### src/rtl/lds_pkg.sv
// Shared types and constants for the light direction smoother.
// Holds the transaction structs, sequencer states and shared-unit request types.
// No dependencies.
`default_nettype none

package lds_pkg;

    // Q1.14 constants
    localparam logic signed [15:0] ONE_Q14   = 16'sd16384;
    localparam logic signed [15:0] DEF_X     = 16'sd7373;
    localparam logic signed [15:0] DEF_Y     = -16'sd14746;
    localparam logic signed [15:0] GUARD_Q14 = 16'sd164;
    localparam logic [29:0]        H2_MIN    = 30'd2;
    localparam logic [7:0]         CFG_RESET = 8'd25;

    // Number of quotient bits and root steps of the shared unit
    localparam int DIV_STEPS  = 17;
    localparam int SQRT_STEPS = 32;

    typedef struct packed {
        logic signed [15:0] target_x;
        logic signed [15:0] target_y;
        logic signed [15:0] target_z;
        logic [7:0]         elapsed_ticks;
    } t_target;

    typedef struct packed {
        logic signed [15:0] dir_x;
        logic signed [15:0] dir_y;
        logic signed [15:0] dir_z;
    } t_dir;

    typedef enum logic [0:0] {
        OP_DIV,
        OP_SQRT
    } t_unit_op;

    typedef struct packed {
        logic       start;
        t_unit_op   op;
        logic [63:0] arg;
        logic [32:0] den;
    } t_unit_req;

    typedef struct packed {
        logic        done;
        logic [31:0] res;
    } t_unit_rsp;

    typedef enum logic [4:0] {
        ST_IDLE,
        ST_BL_MUL,
        ST_BL_DIV,
        ST_BL_WAIT,
        ST_BL_END,
        ST_GUARD,
        ST_NM_MUL,
        ST_NM_ACC,
        ST_NM_SQRT,
        ST_NM_SQWAIT,
        ST_NM_DIV,
        ST_NM_DIVWAIT,
        ST_H2_MUL,
        ST_H2_ACC,
        ST_Y_MUL,
        ST_Y_CHK,
        ST_Y_SQWAIT,
        ST_EMIT
    } t_state;

    // Where the normalize routine continues
    typedef enum logic [1:0] {
        RET_RAW,
        RET_SHAL,
        RET_OUT
    } t_ret;

endpackage

`default_nettype wire

### src/rtl/lds_unit.sv
// Shared iterative unit: restoring division (one quotient bit per cycle)
// or integer square root (one root bit per cycle). Uses lds_pkg.
`default_nettype none

module lds_unit (
    input  wire logic              i_clk,
    input  wire logic              i_rst_n,
    input  wire lds_pkg::t_unit_req i_req,
    output lds_pkg::t_unit_rsp      o_rsp
);
    import lds_pkg::*;

    logic        r_busy;
    logic        r_done;
    t_unit_op    r_op;
    logic [5:0]  r_cnt;
    logic [63:0] r_x;
    logic [63:0] r_r;
    logic [63:0] r_b;
    logic [63:0] w_trial;

    assign w_trial = r_r + r_b;

    // Control: busy flag and done pulse, ended by the step count
    always_ff @(posedge i_clk) begin
        if (!i_rst_n) begin
            r_busy <= 1'b0;
            r_done <= 1'b0;
        end else begin
            r_done <= 1'b0;
            if (i_req.start) begin
                r_busy <= 1'b1;
            end else if (r_busy && r_cnt == 6'd0) begin
                r_busy <= 1'b0;
                r_done <= 1'b1;
            end
        end
    end

    // Datapath: load operands on start, then advance one step a cycle while busy
    always_ff @(posedge i_clk) begin
        if (i_req.start) begin
            r_op <= i_req.op;
            r_x  <= i_req.arg;
            r_r  <= 64'd0;
            if (i_req.op == OP_DIV) begin
                r_b   <= 64'(i_req.den) << (DIV_STEPS - 1);
                r_cnt <= 6'(DIV_STEPS - 1);
            end else begin
                r_b   <= 64'd1 << 62;
                r_cnt <= 6'(SQRT_STEPS - 1);
            end
        end else if (r_busy) begin
            r_cnt <= r_cnt - 6'd1;
            if (r_op == OP_DIV) begin
                if (r_x >= r_b) begin
                    r_x <= r_x - r_b;
                    r_r <= {r_r[62:0], 1'b1};
                end else begin
                    r_r <= {r_r[62:0], 1'b0};
                end
                r_b <= r_b >> 1;
            end else begin
                if (r_x >= w_trial) begin
                    r_x <= r_x - w_trial;
                    r_r <= (r_r >> 1) + r_b;
                end else begin
                    r_r <= r_r >> 1;
                end
                r_b <= r_b >> 2;
            end
        end
    end

    assign o_rsp.done = r_done;
    assign o_rsp.res  = r_r[31:0];

endmodule

`default_nettype wire

### src/rtl/light_direction_smoother.sv
// Light direction smoother top level: sequencer, state vectors and one multiplier.
// Uses lds_pkg and the shared divide / square-root unit lds_unit.
//
// Usage:
//   Input channel (i_in_valid / o_in_stall / i_in_data) carries one target
//   direction and elapsed tick count per transaction. Output channel
//   (o_out_valid / i_out_stall / o_out_data) returns one smoothed unit
//   direction per input transaction, in order.
//   i_cfg_we / i_cfg_data write ticks_for_full_blend; write only while idle.
// Computation:
//   Each transaction runs six blend divisions and three, six or nine
//   normalize divisions, plus one to four square roots, all through lds_unit.
//   The input stalls for the whole computation; a new transaction is taken
//   in the cycle after the result is loaded into the output register.
// Reset:
//   Synchronous, active low. Both state vectors clear to zero and the
//   blend register returns to 25.
// Output stall:
//   The result waits in the output register; a finished computation holds
//   until that register is free, so nothing is dropped.
`default_nettype none

module light_direction_smoother (
    input  wire logic            i_clk,
    input  wire logic            i_rst_n,
    input  wire logic            i_in_valid,
    output logic                 o_in_stall,
    input  wire lds_pkg::t_target i_in_data,
    output logic                 o_out_valid,
    input  wire logic            i_out_stall,
    output lds_pkg::t_dir        o_out_data,
    input  wire logic            i_cfg_we,
    input  wire logic [7:0]      i_cfg_data
);
    import lds_pkg::*;

    t_state             r_state, n_state;
    t_ret               r_ret, n_ret;
    logic [1:0]         r_idx, n_idx;
    logic               r_pass, n_pass;
    logic               r_neg, n_neg;
    logic [7:0]         r_n, n_n;
    logic [7:0]         r_cfg;
    logic signed [33:0] r_prod, n_prod;
    logic [31:0]        r_acc, n_acc;
    logic [29:0]        r_h2, n_h2;
    logic [31:0]        r_s, n_s;
    logic signed [15:0] r_raw [3];
    logic signed [15:0] n_raw [3];
    logic signed [15:0] r_out [3];
    logic signed [15:0] n_out [3];
    logic signed [15:0] r_vec [3];
    logic signed [15:0] n_vec [3];
    logic signed [15:0] r_tgt [3];
    logic signed [15:0] n_tgt [3];
    logic               r_ovalid, n_ovalid;
    t_dir               r_odata, n_odata;

    t_unit_req          w_req;
    t_unit_rsp          w_rsp;

    logic [7:0]         w_t;
    logic signed [15:0] w_s_cur, w_v_cur, w_cur;
    logic signed [16:0] w_diff;
    logic signed [16:0] w_ma, w_mb;
    logic signed [33:0] w_mp;
    logic signed [27:0] w_num;
    logic [27:0]        w_num_mag;
    logic signed [17:0] w_q, w_bl_sum;
    logic [15:0]        w_mag;
    logic [16:0]        w_qn;
    logic [15:0]        w_qc;
    logic [31:0]        w_h2x3;
    logic [16:0]        w_yr;
    logic               w_ofree;
    logic               w_accept;

    lds_unit u_unit (
        .i_clk   (i_clk),
        .i_rst_n (i_rst_n),
        .i_req   (w_req),
        .o_rsp   (w_rsp)
    );

    // Blend register; zero acts as one
    assign w_t = (r_cfg == 8'd0) ? 8'd1 : r_cfg;

    // Operand selection for blend and normalize
    assign w_s_cur = r_pass ? r_out[r_idx] : r_raw[r_idx];
    assign w_v_cur = r_pass ? r_vec[r_idx] : r_tgt[r_idx];
    assign w_cur   = r_vec[r_idx];
    assign w_diff  = {w_v_cur[15], w_v_cur} - {w_s_cur[15], w_s_cur};

    // Shared multiplier: blend delta times ticks, or squares
    always_comb begin
        w_ma = {w_cur[15], w_cur};
        w_mb = {w_cur[15], w_cur};
        if (r_state == ST_BL_MUL) begin
            w_ma = w_diff;
            w_mb = {9'd0, r_n};
        end else if (r_state == ST_Y_MUL) begin
            w_ma = {r_vec[1][15], r_vec[1]};
            w_mb = {r_vec[1][15], r_vec[1]};
        end
    end
    assign w_mp = w_ma * w_mb;

    // Blend rounding: floor((2*d*n + T) / (2*T)) as sign and magnitude
    assign w_num = {r_prod[26:0], 1'b0} + 28'(w_t);
    assign w_num_mag = w_num[27] ? (28'(-w_num) + {19'd0, w_t, 1'b0} - 28'd1)
                                 : 28'(w_num);
    assign w_q      = {1'b0, w_rsp.res[16:0]};
    assign w_bl_sum = {{2{w_s_cur[15]}}, w_s_cur} + (r_neg ? -w_q : w_q);

    // Normalize: magnitude in, clamped quotient out
    assign w_mag = w_cur[15] ? 16'(-w_cur) : 16'(w_cur);
    assign w_qn  = w_rsp.res[16:0];
    assign w_qc  = (w_qn > 17'(ONE_Q14)) ? 16'(ONE_Q14) : w_qn[15:0];

    // Depression check and sine of sixty degrees times horizontal length
    assign w_h2x3 = {2'd0, r_h2} + {1'b0, r_h2, 1'b0};
    assign w_yr   = (w_rsp.res[16:0] + 17'd1) >> 1;

    assign w_ofree  = !r_ovalid || !i_out_stall;
    assign w_accept = (r_state == ST_IDLE) && i_in_valid;

    // Sequencer: next state, datapath updates and unit requests
    always_comb begin
        n_state  = r_state;
        n_ret    = r_ret;
        n_idx    = r_idx;
        n_pass   = r_pass;
        n_neg    = r_neg;
        n_n      = r_n;
        n_prod   = r_prod;
        n_acc    = r_acc;
        n_h2     = r_h2;
        n_s      = r_s;
        n_raw    = r_raw;
        n_out    = r_out;
        n_vec    = r_vec;
        n_tgt    = r_tgt;
        n_ovalid = r_ovalid && i_out_stall;
        n_odata  = r_odata;
        w_req    = '{start: 1'b0, op: OP_DIV, arg: 64'd0, den: 33'd0};

        unique case (r_state)
            ST_IDLE: begin
                if (w_accept) begin
                    if (i_in_data.target_y > 16'sd0) begin
                        n_tgt[0] = DEF_X;
                        n_tgt[1] = DEF_Y;
                        n_tgt[2] = 16'sd0;
                    end else begin
                        n_tgt[0] = i_in_data.target_x;
                        n_tgt[1] = i_in_data.target_y;
                        n_tgt[2] = i_in_data.target_z;
                    end
                    n_n     = (i_in_data.elapsed_ticks > w_t) ? w_t
                                                              : i_in_data.elapsed_ticks;
                    n_idx   = 2'd0;
                    n_pass  = 1'b0;
                    n_state = ST_BL_MUL;
                end
            end
            ST_BL_MUL: begin
                n_prod  = w_mp;
                n_state = ST_BL_DIV;
            end
            ST_BL_DIV: begin
                w_req.start = 1'b1;
                w_req.op    = OP_DIV;
                w_req.arg   = 64'(w_num_mag);
                w_req.den   = {24'd0, w_t, 1'b0};
                n_neg       = w_num[27];
                n_state     = ST_BL_WAIT;
            end
            ST_BL_WAIT: begin
                if (w_rsp.done) begin
                    if (r_pass) begin
                        n_out[r_idx] = w_bl_sum[15:0];
                    end else begin
                        n_raw[r_idx] = w_bl_sum[15:0];
                    end
                    if (r_idx == 2'd2) begin
                        n_idx   = 2'd0;
                        n_state = ST_BL_END;
                    end else begin
                        n_idx   = r_idx + 2'd1;
                        n_state = ST_BL_MUL;
                    end
                end
            end
            ST_BL_END: begin
                if (r_pass) begin
                    n_state = ST_GUARD;
                end else begin
                    n_vec   = r_raw;
                    n_ret   = RET_RAW;
                    n_acc   = 32'd0;
                    n_state = ST_NM_MUL;
                end
            end
            ST_GUARD: begin
                n_vec = r_out;
                if (r_out[0] < GUARD_Q14 && r_out[0] > -GUARD_Q14 &&
                    r_out[2] < GUARD_Q14 && r_out[2] > -GUARD_Q14) begin
                    n_vec[0] = GUARD_Q14;
                end
                n_ret   = RET_OUT;
                n_acc   = 32'd0;
                n_state = ST_NM_MUL;
            end
            ST_NM_MUL: begin
                n_prod  = w_mp;
                n_state = ST_NM_ACC;
            end
            ST_NM_ACC: begin
                n_acc = r_acc + r_prod[31:0];
                if (r_idx == 2'd2) begin
                    n_idx   = 2'd0;
                    n_state = ST_NM_SQRT;
                end else begin
                    n_idx   = r_idx + 2'd1;
                    n_state = ST_NM_MUL;
                end
            end
            ST_NM_SQRT: begin
                if (r_acc == 32'd0) begin
                    // Zero vector stays as it is
                    n_state = ST_NM_DIVWAIT;
                    n_idx   = 2'd2;
                end else begin
                    w_req.start = 1'b1;
                    w_req.op    = OP_SQRT;
                    w_req.arg   = {r_acc, 32'd0};
                    n_state     = ST_NM_SQWAIT;
                end
            end
            ST_NM_SQWAIT: begin
                if (w_rsp.done) begin
                    n_s     = w_rsp.res;
                    n_state = ST_NM_DIV;
                end
            end
            ST_NM_DIV: begin
                w_req.start = 1'b1;
                w_req.op    = OP_DIV;
                w_req.arg   = 64'({w_mag, 31'd0}) + 64'(r_s);
                w_req.den   = {r_s, 1'b0};
                n_neg       = w_cur[15];
                n_state     = ST_NM_DIVWAIT;
            end
            ST_NM_DIVWAIT: begin
                if (w_rsp.done || r_acc == 32'd0) begin
                    if (r_acc != 32'd0) begin
                        n_vec[r_idx] = r_neg ? 16'(-w_qc) : w_qc;
                    end
                    if (r_idx == 2'd2) begin
                        n_idx = 2'd0;
                        unique case (r_ret)
                            RET_RAW: begin
                                n_h2    = 30'd0;
                                n_state = ST_H2_MUL;
                            end
                            RET_SHAL: begin
                                n_pass  = 1'b1;
                                n_state = ST_BL_MUL;
                            end
                            RET_OUT: begin
                                n_state = ST_EMIT;
                            end
                            default: begin
                                n_state = ST_IDLE;
                            end
                        endcase
                    end else begin
                        n_idx   = r_idx + 2'd1;
                        n_state = ST_NM_DIV;
                    end
                end
            end
            ST_H2_MUL: begin
                n_prod  = w_mp;
                n_state = ST_H2_ACC;
            end
            ST_H2_ACC: begin
                n_h2 = r_h2 + r_prod[29:0];
                if (r_idx == 2'd0) begin
                    n_idx   = 2'd2;
                    n_state = ST_H2_MUL;
                end else begin
                    n_idx   = 2'd0;
                    n_state = ST_Y_MUL;
                end
            end
            ST_Y_MUL: begin
                if (r_h2 <= H2_MIN) begin
                    // Nearly vertical: point straight down
                    n_vec[0] = 16'sd0;
                    n_vec[1] = -ONE_Q14;
                    n_vec[2] = 16'sd0;
                    n_pass   = 1'b1;
                    n_state  = ST_BL_MUL;
                end else begin
                    n_prod  = w_mp;
                    n_state = ST_Y_CHK;
                end
            end
            ST_Y_CHK: begin
                n_ret = RET_SHAL;
                n_acc = 32'd0;
                if (!r_vec[1][15] || r_prod[31:0] < w_h2x3) begin
                    w_req.start = 1'b1;
                    w_req.op    = OP_SQRT;
                    w_req.arg   = 64'(w_h2x3);
                    n_state     = ST_Y_SQWAIT;
                end else begin
                    n_state = ST_NM_MUL;
                end
            end
            ST_Y_SQWAIT: begin
                if (w_rsp.done) begin
                    n_vec[1] = 16'(17'd0 - w_yr);
                    n_state  = ST_NM_MUL;
                end
            end
            ST_EMIT: begin
                if (w_ofree) begin
                    n_out          = r_vec;
                    n_ovalid       = 1'b1;
                    n_odata.dir_x  = r_vec[0];
                    n_odata.dir_y  = r_vec[1];
                    n_odata.dir_z  = r_vec[2];
                    n_state        = ST_IDLE;
                end
            end
            default: begin
                n_state = ST_IDLE;
            end
        endcase
    end

    // Control registers
    always_ff @(posedge i_clk) begin
        if (!i_rst_n) begin
            r_state  <= ST_IDLE;
            r_ret    <= RET_RAW;
            r_idx    <= 2'd0;
            r_pass   <= 1'b0;
            r_ovalid <= 1'b0;
            r_cfg    <= CFG_RESET;
            r_raw    <= '{3{16'sd0}};
            r_out    <= '{3{16'sd0}};
        end else begin
            r_state  <= n_state;
            r_ret    <= n_ret;
            r_idx    <= n_idx;
            r_pass   <= n_pass;
            r_ovalid <= n_ovalid;
            r_raw    <= n_raw;
            r_out    <= n_out;
            if (i_cfg_we) begin
                r_cfg <= i_cfg_data;
            end
        end
    end

    // Payload registers
    always_ff @(posedge i_clk) begin
        r_neg   <= n_neg;
        r_n     <= n_n;
        r_prod  <= n_prod;
        r_acc   <= n_acc;
        r_h2    <= n_h2;
        r_s     <= n_s;
        r_vec   <= n_vec;
        r_tgt   <= n_tgt;
        r_odata <= n_odata;
    end

    assign o_in_stall  = (r_state != ST_IDLE);
    assign o_out_valid = r_ovalid;
    assign o_out_data  = r_odata;

endmodule

`default_nettype wire

### config.mk
export PLATFORM = sky130hd
export DESIGN_NAME = light_direction_smoother
export DESIGN_NICKNAME = d
export VERILOG_FILES = /design/src/rtl/lds_pkg.sv /design/src/rtl/lds_unit.sv /design/src/rtl/light_direction_smoother.sv
export SDC_FILE = /design/constraint.sdc
export NUM_CORES = 2
export LEC_CHECK = 0
export ABC_CLOCK_PERIOD_IN_PS = 23800
export BUFFER_PORTS_ARGS = -buffer_cell sky130_fd_sc_hd__buf_2
export CORE_MARGIN = 4
export CORE_UTILIZATION = 31
export DETAILED_ROUTE_END_ITERATION = 7
export PLACE_DENSITY = 0.48
export SLEW_MARGIN = 20
export SYNTH_ARGS = -nofsm -noshare
export SYNTH_HDL_FRONTEND = slang
export SYNTH_HIERARCHICAL = 1
export SYNTH_SLANG_ARGS = --single-unit
### constraint.sdc
create_clock -name i_clk -period 23.8 [get_ports i_clk]
set_input_delay 1.19 -clock i_clk [delete_from_list [all_inputs] [get_ports i_clk]]
set_output_delay 1.19 -clock i_clk [all_outputs]
set_load 0.02 [all_outputs]
Word level (Yosys, flattened, before mapping)
Index checks and enable logic that the tools add are counted.

$add $sub $neg: 21. Multipliers: 1. Magnitude comparators: 13. Eq/ne operators: 36. Mux-type cells: 106. Bitwise logic cells: 3. Reductions and logical operators: 52.

Operators by type and width (number): $mux 64 (9); $mux 48 (7); $mux 16 (17); $pmux 66 s4 (1); $bwmux 48 (3); $mux 66 (2); $bmux 16 s2 (4); $ge 64x64->1 (2); $pmux 16 s4 (2); $sub 64x64->64 (2); $mux 63 (2); $pmux 32 s3 (1); $pmux 48 s2 (1); $mux 30 (3); $pmux 5 s18 (1); $pmux 16 s5 (1); $pmux 33 s2 (1); $add 63x64->64 (1); $add 64x64->64 (1); $mux 32 (2); $pmux 32 s2 (1); $pmux 30 s2 (1); $mux 17 (3); $add 47x32->48 (1); other kinds (71) (163).

Register bits: 595. Bits of input ports: 69.

Longest topological paths before layout
Depth in word-level cells: 10. Gate-level depth with buffers: 46. Mapped depth without buffers: 39.

Hierarchy
Netlist, hierarchy kept.

By module, submodules not included: light_direction_smoother (times used 1, cells an instance 4531, area each 39465.4 um^2); lds_unit (times used 1, cells an instance 3212, area each 24768.8 um^2).

Worst setup path before layout
OpenSTA, ideal clock, no wires.

Path type: flip-flop to flip-flop. From: register r_idx[1]. To: register r_prod[30], data pin. Data arrival time: 9.987 ns. Setup slack: 13.556 ns. Stages on the path, launching flop included: 45. Buffers on the path: 8. Path through: dfxtp_1 > buf_2 > buf_2 > clkbuf_1 > clkbuf_1 > buf_1 > clkbuf_1 > o221ai_1 > o21a_1 > ha_1 > fa_1 > nor2b_1 > o21a_1 > o21ai_0 > a21oi_1 > o2111ai_1 > nand3_1 > nor2_1 > (+9 left out) > inv_1 > fa_1 > inv_1 > fa_1 > inv_1 > fa_1 > inv_1 > ha_1 > clkbuf_1 > and4_1 > o21ai_0 > nand3_1 > nor4_1 > o21ai_0 > a2111oi_0 > o21bai_1 > a21oi_1 > xnor2_1.

Word-level cells in the longest chain between the ends: 10.

Ends and longest elaborated chain: from (decl) (RTL line light_direction_smoother.sv:39) `logic [1:0] r_idx, n_idx;`; from (signal assigned) (RTL line light_direction_smoother.sv:358) `r_idx <= n_idx;`; $not 2->3 (implied by the code) * (RTL line light_direction_smoother.sv:89, light_direction_smoother.sv:90, light_direction_smoother.sv:91); $bmux 16 s2, on equally long branches (RTL line light_direction_smoother.sv:90, light_direction_smoother.sv:89, light_direction_smoother.sv:91); $mux 16, on equally long branches (2 in a row) (RTL line light_direction_smoother.sv:90, light_direction_smoother.sv:89, light_direction_smoother.sv:91); $mux 16, on equally long branches (RTL line light_direction_smoother.sv:90, light_direction_smoother.sv:89); $sub 16x16->17 (RTL line light_direction_smoother.sv:92) `assign w_diff = {w_v_cur[15], w_v_cur} - {w_s_cur[15], w_s_cur};`; $mux 17 (RTL line light_direction_smoother.sv:98) `if (r_state == ST_BL_MUL) begin`; $mul 17x17->32 * (RTL line light_direction_smoother.sv:106) `assign w_mp = w_ma * w_mb;`; $mux 32 (RTL line light_direction_smoother.sv:298) `if (r_h2 <= H2_MIN) begin`; $pmux 32 s2 * (RTL line light_direction_smoother.sv:147) `unique case (r_state)`; net n_prod[30] (RTL line light_direction_smoother.sv:44) `logic signed [33:0] r_prod, n_prod;`; to (signal assigned) (RTL line light_direction_smoother.sv:373) `r_prod <= n_prod;`; to (decl) (RTL line light_direction_smoother.sv:44).

The timed path passes the listed nets; every way through them passes the cells marked *. The select of a mux whose other input is x is not followed. A chain may end at the register's enable or synchronous reset.

Worst setup path in the final report
From: register r_idx[1]. To: register r_prod[31], data pin.

The elaborated chain is that of the path after synthesis.

==> summary.txt <==
Status -> finished, final reports clean
RSZ-0062 raised after global routing -> no
Die ar. -> 214600 um^2
Flop-to-flop setup slack -> 12.73 ns
Remaining antenna violation count -> 0
Synthesized Nets -> 8646
Critical path arrival -> 11.53 ns
Worst-Skew Late Latency -> 0.76 ns
Crit-path most repeated cell -> fa_1
Initial DRC count -> 4996
CP max stage delay -> 0.86 ns
Slew at the pin closest to its max-slew limit -> 1.224 ns
Relative slew slack -> 18.41%
Clk buf depth -> 3
Post-Synthesis Cells -> 7743
Max_cap viols -> 0
Root buffer cell -> clkbuf_16
Share of cells above drive strength 1 -> 6.872%
Period minus WS final -> 11.07 ns
Grt total ovfl -> 0
CP required -> 24.26 ns
Critical R2R Launch -> r_idx[1]
Fmax -> 90.32 MHz
Row cnt -> 166
Post-DP HPWL -> 191.0 mm
Worst Skew -> 0.07554 ns
Input/output buffers -> 118
Final WL -> 246.6 mm
Post-CTS sizing -> 0
Worst-path maximum fanout -> 46
XOR/XNOR share of the synthesized area -> 6.436%
Distinct cells, synth -> 114
Adder-cell share of the synthesized area -> 19.63%
Final Net Count -> 8551
Starting Density -> 31.27%
Core ar. -> 205400 um^2
Drt pass-1 iters -> 6
Met2 wire len -> 111.5 mm
Hold_sp -> r_raw[19]
Chip height -> 463.2 um
Crit Reg-Reg Endpoint -> r_prod[31]
Met3 WL post-DR -> 14.83 mm
Syn Area/Cell -> 8.296 um^2
Most common cell after layout, fill and taps aside -> nand2_1
Main flop type after synthesis -> edfxtp_1
Hold Crit Class -> reg -> reg
Async SR Flop Fraction -> 0%
# setup viols final -> 0
Initial antenna violation count -> 8
DRC -> 0
Synth warn -> 6
Die width -> 463.2 um
Worst slack, placed -> 12.71 ns
Metal-1 WL -> 110.7 mm
Clock Sinks -> 594
R2R depth -> 38
Fin crit share -> 46.52%
Largest family of logic cells by synthesized area -> compound AO/OA/AOI/OAI gates
Final WS setup -> 12.73 ns
Cell area after synthesis -> 64230 um^2
Seq cells post-synth -> 594
Post-DR vias/cell -> 5.626
Vias in the first global route -> 57280
Register area share after synthesis -> 24.95%
CTS tree -> yes
Worst hold path depth -> 2
Pin count of the biggest net entering global routing -> 104
Post-Synth Simple-Gate Area -> 16.95%
Multiplexer share of the synthesized area -> 2.690%
Gr usage total -> 22.23%
Util after Layout -> 34.25%
First-pass GRT wire length -> 368.3 mm
Synth Area in Compound Gates -> 22.96%
Most frequent cells in the layout -> 776 x nand2_1, 676 x nor2_1, 626 x a21oi_1
GPL Wtd Cong -> 0.9462
Via Count -> 58530
Synth-to-Final Area Change -> 9.529%
Uppermost routed layer -> met5
Setup TNS -> 0 ns
Crit-path slowest cell -> dfxtp_4
Ports -> 119
Final Hold Vio Count -> 0
Kind of start point of the critical path -> flip-flop
Max-slew violation count -> 0
H-Tree Level Count -> 3
WHS Endpoint -> r_raw[19]
Post-CTS Setup Bufs -> 0
Post-synth EDFFs -> 413
Setup CP Type -> reg -> reg
Crit. End Element -> flip-flop
# hold bufs at CTS -> 0
Clk slew on worst S/H paths -> 0.06 ns
Avg WL per Cell -> 23.70 um
Cts bufs inserted -> 79
## final cells by class
cell class	count	area [um^2]
clock buffer	98	2128
antenna	2	5.005
tap	2688	3363
sequential	594	16030
clock inverter	48	665.6
multi-input combinational	6112	44290
timing repair buffer	249	1577
fill	21460	135100
inverter	612	2298
## worst max-delay path: cells and delay by family (launching register included)
family,cells,cell delay (ns)
simple gates,8,1.16
flops,1,0.86
buf+inv,6,1.02
xor+xnor,1,0.08
fa+ha+maj,8,3.53
compound gates,14,3.79
mux,1,0.26
## Yosys cell counts (all sizes together), types with 82 or more instances
cell	instances	share of area, %
mux2i	158	2.5
a21o	245	2.9
a31oi	93	0.92
nor2b	96	0.93
nand4	107	1.1
o211ai	84	1.0
nand2	776	4.5
fa	290	9.0
buf	107	0.93
xnor2	295	4.0
inv	610	3.6
dfxtp	181	5.6
ha	544	11
o21ai	551	4.3
edfxtp	413	19
xor2	177	2.4
nand3	132	1.0
nand2b	82	0.80
a21oi	634	5.0
nor2	683	4.0
a211oi	96	1.2
nor3	117	0.94
clkbuf	318	1.9
## sequential cells by signal, summed over array words and instances (netlist names), 2 cells and up
name / flops
r_state: 5
r_cfg: 8
o_out_data: 48
r_s: 32
r_n: 8
r_vec: 48
r_prod: 32
r_idx: 2
u_unit/r_x: 64
r_out: 48
u_unit/r_b: 63
u_unit/r_r: 64
u_unit/r_cnt: 6
r_raw: 48
r_tgt: 48
r_ret: 2
r_h2: 30
r_acc: 32
## worst max-delay path by stage
stage,start,endpoint,slack [ns],cells past startpoint
after floorplan,r_idx[1],r_prod[30],13.56,44
after global placement,r_idx[1],r_prod[31],12.81,37
after detailed placement,r_idx[1],r_prod[31],12.71,37
after CTS,r_idx[1],r_prod[31],12.69,38
after global routing,r_idx[1],r_prod[30],12.12,38
final,r_idx[1],r_prod[31],12.73,38
## routing by layer
layer / global-route usage (%) / vias up
met1: 30.38 / 28700
met5: 0 / -
met2: 35.88 / 2018
met4: 7.783 / 2
met3: 3.059 / 377
li1: - / 27430
## stage by stage
step | std cells | hold slack, ns | cell area, um^2
2_1_floorplan | 7743 | 0.4425 | 64230
3_3_place_gp | 10260 | 0.4688 | 67550
5_1_grt | 10400 | 0.5061 | 70350
3_5_place_dp | 10260 | 0.4755 | 67550
6_report | 10400 | 0.4859 | 70360
4_1_cts | 10400 | 0.4850 | 70350
## kinds of logic after synthesis
group / after synthesis
compound gates: 2296
xor+xnor: 472
fa+ha+maj: 834
buf+inv: 1037
flops: 594
mux: 171
other cells: 1
simple gates: 2338
Power is left out: the tool's default activity adds up to more than one toggle a clock period on the data nets, which glitch-free logic cannot reach.
